===== src/hw/rtl/pfs_pkg.sv =====
// Shared types and constants for the protobuf field serializer.
`timescale 1ns / 1ps

package pfs_pkg;

    // Item kinds as presented at the input
    localparam logic [1:0] KIND_VARINT  = 2'd0;
    localparam logic [1:0] KIND_FIXED64 = 2'd1;
    localparam logic [1:0] KIND_LENGTH  = 2'd2;
    localparam logic [1:0] KIND_PAYLOAD = 2'd3;

    // Wire types placed in the low bits of the tag
    localparam logic [2:0] WIRE_VARINT  = 3'd0;
    localparam logic [2:0] WIRE_FIXED64 = 3'd1;
    localparam logic [2:0] WIRE_LENGTH  = 3'd2;

    localparam int FN_W        = 29;
    localparam int TAG_W       = FN_W + 3;
    localparam int BODY_W      = 64;
    localparam int QUEUE_DEPTH = 2;

    typedef enum logic [1:0] {
        MODE_VARINT,
        MODE_FIXED,
        MODE_PASS
    } pfs_mode_t;

    // One classified request, as passed from front to back
    typedef struct packed {
        pfs_mode_t           mode;
        logic [TAG_W-1:0]    tag;
        logic [BODY_W-1:0]   body;
        logic                row_end;
    } pfs_entry_t;

endpackage


===== src/hw/rtl/pfs_front.sv =====
// Front end: accepts requests and classifies them into queue entries.
`timescale 1ns / 1ps

module pfs_front
    import pfs_pkg::*;
(
    input  logic              in_valid,
    output logic              in_stall,
    input  logic [1:0]        kind,
    input  logic [FN_W-1:0]   field_number,
    input  logic [63:0]       value,
    input  logic [31:0]       length,
    input  logic [7:0]        payload_byte,
    input  logic              row_end,
    input  logic              q_full,
    output logic              q_push,
    output pfs_entry_t        q_entry
);

    assign in_stall = q_full;
    assign q_push   = in_valid && !q_full;

    always_comb
    begin
        q_entry.row_end = row_end;
        q_entry.tag     = {field_number, WIRE_VARINT};
        q_entry.body    = value;
        q_entry.mode    = MODE_VARINT;
        unique case (kind)
            KIND_VARINT:
            begin
                q_entry.tag  = {field_number, WIRE_VARINT};
                q_entry.body = value;
                q_entry.mode = MODE_VARINT;
            end
            KIND_FIXED64:
            begin
                q_entry.tag  = {field_number, WIRE_FIXED64};
                q_entry.body = value;
                q_entry.mode = MODE_FIXED;
            end
            KIND_LENGTH:
            begin
                q_entry.tag  = {field_number, WIRE_LENGTH};
                q_entry.body = {32'd0, length};
                q_entry.mode = MODE_VARINT;
            end
            KIND_PAYLOAD:
            begin
                // no tag; the back end skips straight to the body
                q_entry.body = {56'd0, payload_byte};
                q_entry.mode = MODE_PASS;
            end
            default:
            begin
                q_entry.mode = MODE_PASS;
            end
        endcase
    end

endmodule


===== src/hw/rtl/pfs_queue.sv =====
// Short entry queue between front and back ends.
`timescale 1ns / 1ps

module pfs_queue
    import pfs_pkg::*;
#(
    parameter int DEPTH = QUEUE_DEPTH
)
(
    input  logic        clk,
    input  logic        rst_n,
    input  logic        push,
    input  pfs_entry_t  push_entry,
    output logic        full,
    input  logic        pop,
    output logic        empty,
    output pfs_entry_t  pop_entry
);

    localparam int PTR_W = (DEPTH > 1) ? $clog2(DEPTH) : 1;
    localparam int CNT_W = $clog2(DEPTH + 1);
    localparam logic [PTR_W-1:0] PTR_LAST = PTR_W'(DEPTH - 1);
    localparam logic [CNT_W-1:0] CNT_FULL = CNT_W'(DEPTH);

    pfs_entry_t        mem [DEPTH];
    logic [PTR_W-1:0]  wr_ptr_reg;
    logic [PTR_W-1:0]  rd_ptr_reg;
    logic [CNT_W-1:0]  count_reg;
    logic              do_push;
    logic              do_pop;

    assign full      = (count_reg == CNT_FULL);
    assign empty     = (count_reg == '0);
    assign do_push   = push && !full;
    assign do_pop    = pop && !empty;
    assign pop_entry = mem[rd_ptr_reg];

    always_ff @(posedge clk)
    begin
        if (do_push)
        begin
            mem[wr_ptr_reg] <= push_entry;
        end
    end

    always_ff @(posedge clk or negedge rst_n)
    begin
        if (!rst_n)
        begin
            wr_ptr_reg <= '0;
            rd_ptr_reg <= '0;
            count_reg  <= '0;
        end
        else
        begin
            if (do_push)
            begin
                wr_ptr_reg <= (wr_ptr_reg == PTR_LAST) ? '0 : wr_ptr_reg + 1'b1;
            end
            if (do_pop)
            begin
                rd_ptr_reg <= (rd_ptr_reg == PTR_LAST) ? '0 : rd_ptr_reg + 1'b1;
            end
            if (do_push && !do_pop)
            begin
                count_reg <= count_reg + 1'b1;
            end
            else if (do_pop && !do_push)
            begin
                count_reg <= count_reg - 1'b1;
            end
        end
    end

endmodule


===== src/hw/rtl/pfs_back.sv =====
// Back end: byte sequencer that emits tag and body bytes into the output register.
`timescale 1ns / 1ps

module pfs_back
    import pfs_pkg::*;
(
    input  logic        clk,
    input  logic        rst_n,
    input  logic        q_empty,
    input  pfs_entry_t  q_entry,
    output logic        q_pop,
    output logic        out_valid,
    input  logic        out_stall,
    output logic [7:0]  out_byte,
    output logic        item_last,
    output logic        row_last
);

    typedef enum logic [1:0] {
        ST_IDLE,
        ST_TAG,
        ST_BODY
    } state_t;

    state_t             state_reg;
    pfs_mode_t          mode_reg;
    logic [TAG_W-1:0]   tag_reg;
    logic [BODY_W-1:0]  body_reg;
    logic               row_end_reg;
    logic [2:0]         cnt_reg;
    logic               out_valid_reg;
    logic [7:0]         out_byte_reg;
    logic               item_last_reg;
    logic               row_last_reg;

    logic               adv;
    logic               emit;
    logic               tag_more;
    logic               body_more;
    logic [7:0]         byte_next;
    logic               last_next;

    // output register is free, or its byte goes out this cycle
    assign adv       = !out_valid_reg || !out_stall;
    assign emit      = (state_reg != ST_IDLE) && adv;
    assign q_pop     = (state_reg == ST_IDLE) && !q_empty;
    assign tag_more  = |tag_reg[TAG_W-1:7];
    assign body_more = |body_reg[BODY_W-1:7];

    always_comb
    begin
        byte_next = 8'd0;
        last_next = 1'b0;
        unique case (state_reg)
            ST_TAG:
            begin
                byte_next = {tag_more, tag_reg[6:0]};
                last_next = 1'b0;
            end
            ST_BODY:
            begin
                case (mode_reg)
                    MODE_VARINT:
                    begin
                        byte_next = {body_more, body_reg[6:0]};
                        last_next = !body_more;
                    end
                    MODE_FIXED:
                    begin
                        byte_next = body_reg[7:0];
                        last_next = (cnt_reg == 3'd7);
                    end
                    default:
                    begin
                        byte_next = body_reg[7:0];
                        last_next = 1'b1;
                    end
                endcase
            end
            default:
            begin
                byte_next = 8'd0;
                last_next = 1'b0;
            end
        endcase
    end

    always_ff @(posedge clk or negedge rst_n)
    begin
        if (!rst_n)
        begin
            state_reg     <= ST_IDLE;
            mode_reg      <= MODE_PASS;
            tag_reg       <= '0;
            body_reg      <= '0;
            row_end_reg   <= 1'b0;
            cnt_reg       <= 3'd0;
            out_valid_reg <= 1'b0;
            out_byte_reg  <= 8'd0;
            item_last_reg <= 1'b0;
            row_last_reg  <= 1'b0;
        end
        else
        begin
            if (adv)
            begin
                out_valid_reg <= emit;
                if (emit)
                begin
                    out_byte_reg  <= byte_next;
                    item_last_reg <= last_next;
                    row_last_reg  <= last_next && row_end_reg;
                end
            end

            unique case (state_reg)
                ST_IDLE:
                begin
                    if (!q_empty)
                    begin
                        mode_reg    <= q_entry.mode;
                        tag_reg     <= q_entry.tag;
                        body_reg    <= q_entry.body;
                        row_end_reg <= q_entry.row_end;
                        cnt_reg     <= 3'd0;
                        state_reg   <= (q_entry.mode == MODE_PASS) ? ST_BODY : ST_TAG;
                    end
                end
                ST_TAG:
                begin
                    if (adv)
                    begin
                        if (tag_more)
                        begin
                            tag_reg <= tag_reg >> 7;
                        end
                        else
                        begin
                            state_reg <= ST_BODY;
                        end
                    end
                end
                ST_BODY:
                begin
                    if (adv)
                    begin
                        if (last_next)
                        begin
                            state_reg <= ST_IDLE;
                        end
                        else
                        begin
                            body_reg <= (mode_reg == MODE_FIXED) ? (body_reg >> 8)
                                                                 : (body_reg >> 7);
                            cnt_reg  <= cnt_reg + 3'd1;
                        end
                    end
                end
                default:
                begin
                    state_reg <= ST_IDLE;
                end
            endcase
        end
    end

    assign out_valid = out_valid_reg;
    assign out_byte  = out_byte_reg;
    assign item_last = item_last_reg;
    assign row_last  = row_last_reg;

endmodule


===== src/hw/rtl/protobuf_field_serializer.sv =====
// Top level of the protobuf wire-format field serializer.
`timescale 1ns / 1ps

// Each request is one field (varint, fixed64 or length-delimited header) or one
// string payload byte, and comes out as its wire bytes, one byte per cycle on the
// out channel while out_stall is low, with item_last on the final byte and
// row_last as well when row_end was set. The front end classifies a request and
// forms its tag in the cycle it is accepted, then parks it in a QUEUE_DEPTH-entry
// queue, so requests keep being taken while earlier ones are serialized. The back
// end loads an entry in its idle state and then emits its bytes, and takes no new
// entry until it is through with the current one. A request's byte count is 2 to
// 15 for varint fields, 9 to 13 for fixed64, 2 to 10 for length headers and 1 for
// payload bytes. There is no configuration and no state kept between requests.
module protobuf_field_serializer
    import pfs_pkg::*;
#(
    parameter int QUEUE_DEPTH_P = QUEUE_DEPTH
)
(
    input  logic              clk,
    input  logic              rst_n,
    input  logic              in_valid,
    output logic              in_stall,
    input  logic [1:0]        kind,
    input  logic [FN_W-1:0]   field_number,
    input  logic [63:0]       value,
    input  logic [31:0]       length,
    input  logic [7:0]        payload_byte,
    input  logic              row_end,
    output logic              out_valid,
    input  logic              out_stall,
    output logic [7:0]        out_byte,
    output logic              item_last,
    output logic              row_last
);

    logic        q_push;
    logic        q_full;
    logic        q_pop;
    logic        q_empty;
    pfs_entry_t  push_entry;
    pfs_entry_t  pop_entry;

    pfs_front u_front (
        .in_valid     (in_valid),
        .in_stall     (in_stall),
        .kind         (kind),
        .field_number (field_number),
        .value        (value),
        .length       (length),
        .payload_byte (payload_byte),
        .row_end      (row_end),
        .q_full       (q_full),
        .q_push       (q_push),
        .q_entry      (push_entry)
    );

    pfs_queue #(
        .DEPTH (QUEUE_DEPTH_P)
    ) u_queue (
        .clk        (clk),
        .rst_n      (rst_n),
        .push       (q_push),
        .push_entry (push_entry),
        .full       (q_full),
        .pop        (q_pop),
        .empty      (q_empty),
        .pop_entry  (pop_entry)
    );

    pfs_back u_back (
        .clk       (clk),
        .rst_n     (rst_n),
        .q_empty   (q_empty),
        .q_entry   (pop_entry),
        .q_pop     (q_pop),
        .out_valid (out_valid),
        .out_stall (out_stall),
        .out_byte  (out_byte),
        .item_last (item_last),
        .row_last  (row_last)
    );

endmodule


===== config.mk =====
export PLATFORM = sky130hd
export DESIGN_NAME = protobuf_field_serializer
export DESIGN_NICKNAME = d
export VERILOG_FILES = /design/src/hw/rtl/pfs_pkg.sv /design/src/hw/rtl/pfs_front.sv /design/src/hw/rtl/pfs_queue.sv /design/src/hw/rtl/pfs_back.sv /design/src/hw/rtl/protobuf_field_serializer.sv
export SDC_FILE = /design/constraint.sdc
export NUM_CORES = 1
export LEC_CHECK = 0
export BUFFER_PORTS_ARGS = -buffer_cell sky130_fd_sc_hd__clkbuf_2
export CAP_MARGIN = 20
export CORE_ASPECT_RATIO = 1.75
export CORE_UTILIZATION = 30
export DETAILED_ROUTE_END_ITERATION = 16
export SETUP_SLACK_MARGIN = 0.05
export SYNTH_ARGS = -nofsm -noshare
export SYNTH_HDL_FRONTEND = slang
export SYNTH_SLANG_ARGS = --single-unit
export TNS_END_PERCENT = 5

===== constraint.sdc =====
create_clock -name clk -period 12.75 [get_ports clk]
set_input_delay 3.1875 -clock clk [delete_from_list [all_inputs] [get_ports clk]]
set_output_delay 3.1875 -clock clk [all_outputs]
set_load 0.005 [all_outputs]

==> metrics.yaml <==
layout:
  largest_register_ffs: 194
  final_cell_mix: "194 x edfxtp_1, 150 x clkbuf_2, 117 x dfrtp_1"
  final_nets: 1341
  syn_to_final_growth_pct: 16.0
  antennaDiodeCount: 0
  final_common_cell: "edfxtp_1"
  drive_gt1_frac: 0.210
flow_run:
  drv_cap: 0
clock_tree:
  ctsHoldBuffers: 0
  cts_num_sinks: 313
  post_cts_buffers: 0
  clk_pin_slew_ps: 60
  clk_latency_ps: 550
  cts_resized: 0
  cts_tree: "yes"
  htreeDepth: 1
  numCtsBuffers: 28
  cts_root_buf: "clkbuf_16"
  clockBufferDepth: 3
floorplan:
  rows: 103
  die_w_um: 164
  ioPinCount: 152
  dieArea_mm2: 0.0470
  die_h_um: 286
  initial_utilization: 0.306
  core-area_mm2: 0.0452
sta:
  drv_slew: 0
  final.setup.worst_slack_ps: 7870
  hold_viol_final: 0
  slew_headroom: 0.291
  rsz0062_at_grt: "false"
  min_period_ps: 4880
  fin_tns_setup_ps: 0
  fmax_mhz: 205
  worstMarginPinSlew_ps: 1060
  period_share: 0.383
  finClkSkew_ps: 11.5
  finalSetupViolCount: 0
yosys:
  netlist_area_mm2: 0.0138
  netlist_top_cells_area: "edfxtp_1 42%, dfrtp_1 21%, mux2i_1 7.7%"
  yosys.area.top_type_share: 0.422
  synthAdderAreaFrac: 0.00543
  ys_seq_area_frac: 0.637
  synth_cells: 1080
  ys_types: 43
  synthMuxAreaShare: 0.125
  synth_top_family_by_area: "multiplexers"
  synthSimpleGateAreaFrac: 0.0905
  synth_top_area_cell: "edfxtp_1"
  yosysWarnings: 0
  syn_nets: 1226
  ys_ff_latch: 313
  avgSynthCellArea_um2: 12.8
  synthXorXnorAreaFrac: 0.00317
  synth_compound_area_frac: 0.106
hold_path:
  min_to: "u_back.tag_reg[2]$_DFFE_PN0P_"
  min_path_type: "register to register"
  hold_path_depth: 2
  hp-start: "u_back.tag_reg[2]$_DFFE_PN0P_"
global_route:
  grt_max_degree: 82
  first_global_vias: 9075
  grt_overflow: 0
  grt_pass1_wl_um: 52100
  grt_use_total: 0.146
  antenna_found_initial: 0
placement:
  gp_congestion: 0.780
  pre_cts_ws_ps: 7270
  dpl.hpwl_um: 23500
  io_buffers: 151
worst_setup_path:
  rr_endpoint: "u_back.body_reg[15]$_DFFE_PN0P_"
  cp_max_fo: 72
  crit_slowest_cell: "buf_4"
  max_stage_delay_ps: 820
  cp.arrival_ps: 5050
  worst-endpoint-required_ps: 12920
  cp-end-kind: "register"
  rr_startpoint: "u_back.state_reg[0]$_DFFE_PN0P_"
  start_kind: "primary input"
  reg2reg_slack_ps: 9090
  crit_type: "primary input to register"
  path_cells: "clkbuf_2 > nand2_1 > nor2_4 > buf_4"
  reg2reg_depth: 7
routing:
  wl_um: 33800
  viasPerCell: 4.80
  post_drt_wl_per_cell_um: 18.8
  ant_nets: 0
  drc_errors: 0
  firstDrtPassIters: 4
  dr_total_vias: 8603
  initialDrtViolationCount: 508
run_status:
  status: "finished, final reports clean"
pwr:
  peakVddDrop_mv: 0.143
  p_leak_nw: 6.20
  power_density_mw_per_mm2: 249
## layout make-up
cell class / count / area (um^2)
clock inverters: 15 / 126
clock buffers: 36 / 805
flip-flops and latches: 313 / 8810
fillers: 4394 / 29200
inverters: 29 / 109
well taps: 577 / 722
multi-input cells: 661 / 4610
repair buffers: 162 / 848
## routing by layer
layer,routed length (um),vias up,share of wire,track usage
li1,-,4175,-,-
met1,11600,4235,0.34,0.145
met2,20000,141,0.59,0.296
met3,1060,52,0.031,0.0194
met4,1070,0,0.032,0.0556
met5,0,-,0,0
## Yosys cell counts
cell,n
edfxtp_1,194
dfrtp_1,118
mux2i_1,107
nor2b_1,92
a21oi_1,90
nand2_1,68
o21ai_0,57
a211oi_1,56
clkbuf_1,56
nor2_1,44
mux2_2,38
inv_1,29
mux2_1,20
nor4_1,19
buf_2,10
a22o_1,9
o2bb2ai_1,8
o31ai_1,8
a22oi_1,7
ha_1,6
buf_1,4
buf_4,4
nand4_1,4
and2_1,3
nand2b_1,3
xnor2_1,3
buf_8,2
nand3_1,2
nor3_1,2
nor3b_1,2
or2_2,2
xor2_1,2
a211o_1,1
a21o_1,1
and3_1,1
buf_6,1
dfstp_2,1
nand3b_1,1
nor4_2,1
o211ai_2,1
o21ai_1,1
o21ai_2,1
o22ai_1,1
## how the worst max path moves through the flow
stage              from                      endpoint  slack (ps)
5_1_grt        in_valid  u_queue.mem[0][16]$_DFFE_PP_        7740
4_1_cts        in_valid  u_queue.mem[0][19]$_DFFE_PP_        7860
3_3_place_gp   in_valid  u_queue.mem[0][29]$_DFFE_PP_        7320
3_5_place_dp   in_valid  u_queue.mem[0][29]$_DFFE_PP_        7270
6_report       in_valid   u_queue.mem[0][9]$_DFFE_PP_        7870
2_1_floorplan  in_valid   u_queue.mem[0][0]$_DFFE_PP_        4880
## power by group
| part | leakage [nW] | internal [W] | total [W] | switching [W] |
|---|---|---|---|---|
| Clock | 0.462 | 0.000485 | 0.000851 | 0.000366 |
| Sequential | 3.28 | 0.00145 | 0.00171 | 0.000259 |
| Combinational | 2.47 | 0.000601 | 0.00143 | 0.000827 |
## worst max-delay path, delay by kind of cell
family                 cells  cell delay (ps)
and+or+nand+nor            2              770
buffers and inverters      2              910
## logic make-up (layout without fill, tap and decap cells)
logic type	after synthesis	after routing
XOR/XNOR	5	5
multiplexers	165	165
AND/OR/NAND/NOR	244	244
buffers and inverters	106	242
flip-flops	313	313
AO/OA/AOI/OAI	241	241
adder cells (fa/ha/maj)	6	6
## metrics by stage
step	total power, W	util	std cells	cell area [um^2]	hold WS, ps
final	0.00399	0.354	1793	16000	482
after global routing	0.00426	0.354	1793	16000	513
after CTS	0.00406	0.354	1792	16000	487
after global placement	0.00315	0.333	1741	15100	464
after detailed placement	0.00319	0.333	1741	15100	473
after floorplan	0.00278	-	1080	13800	450
(Power assumes the default switching activity.)
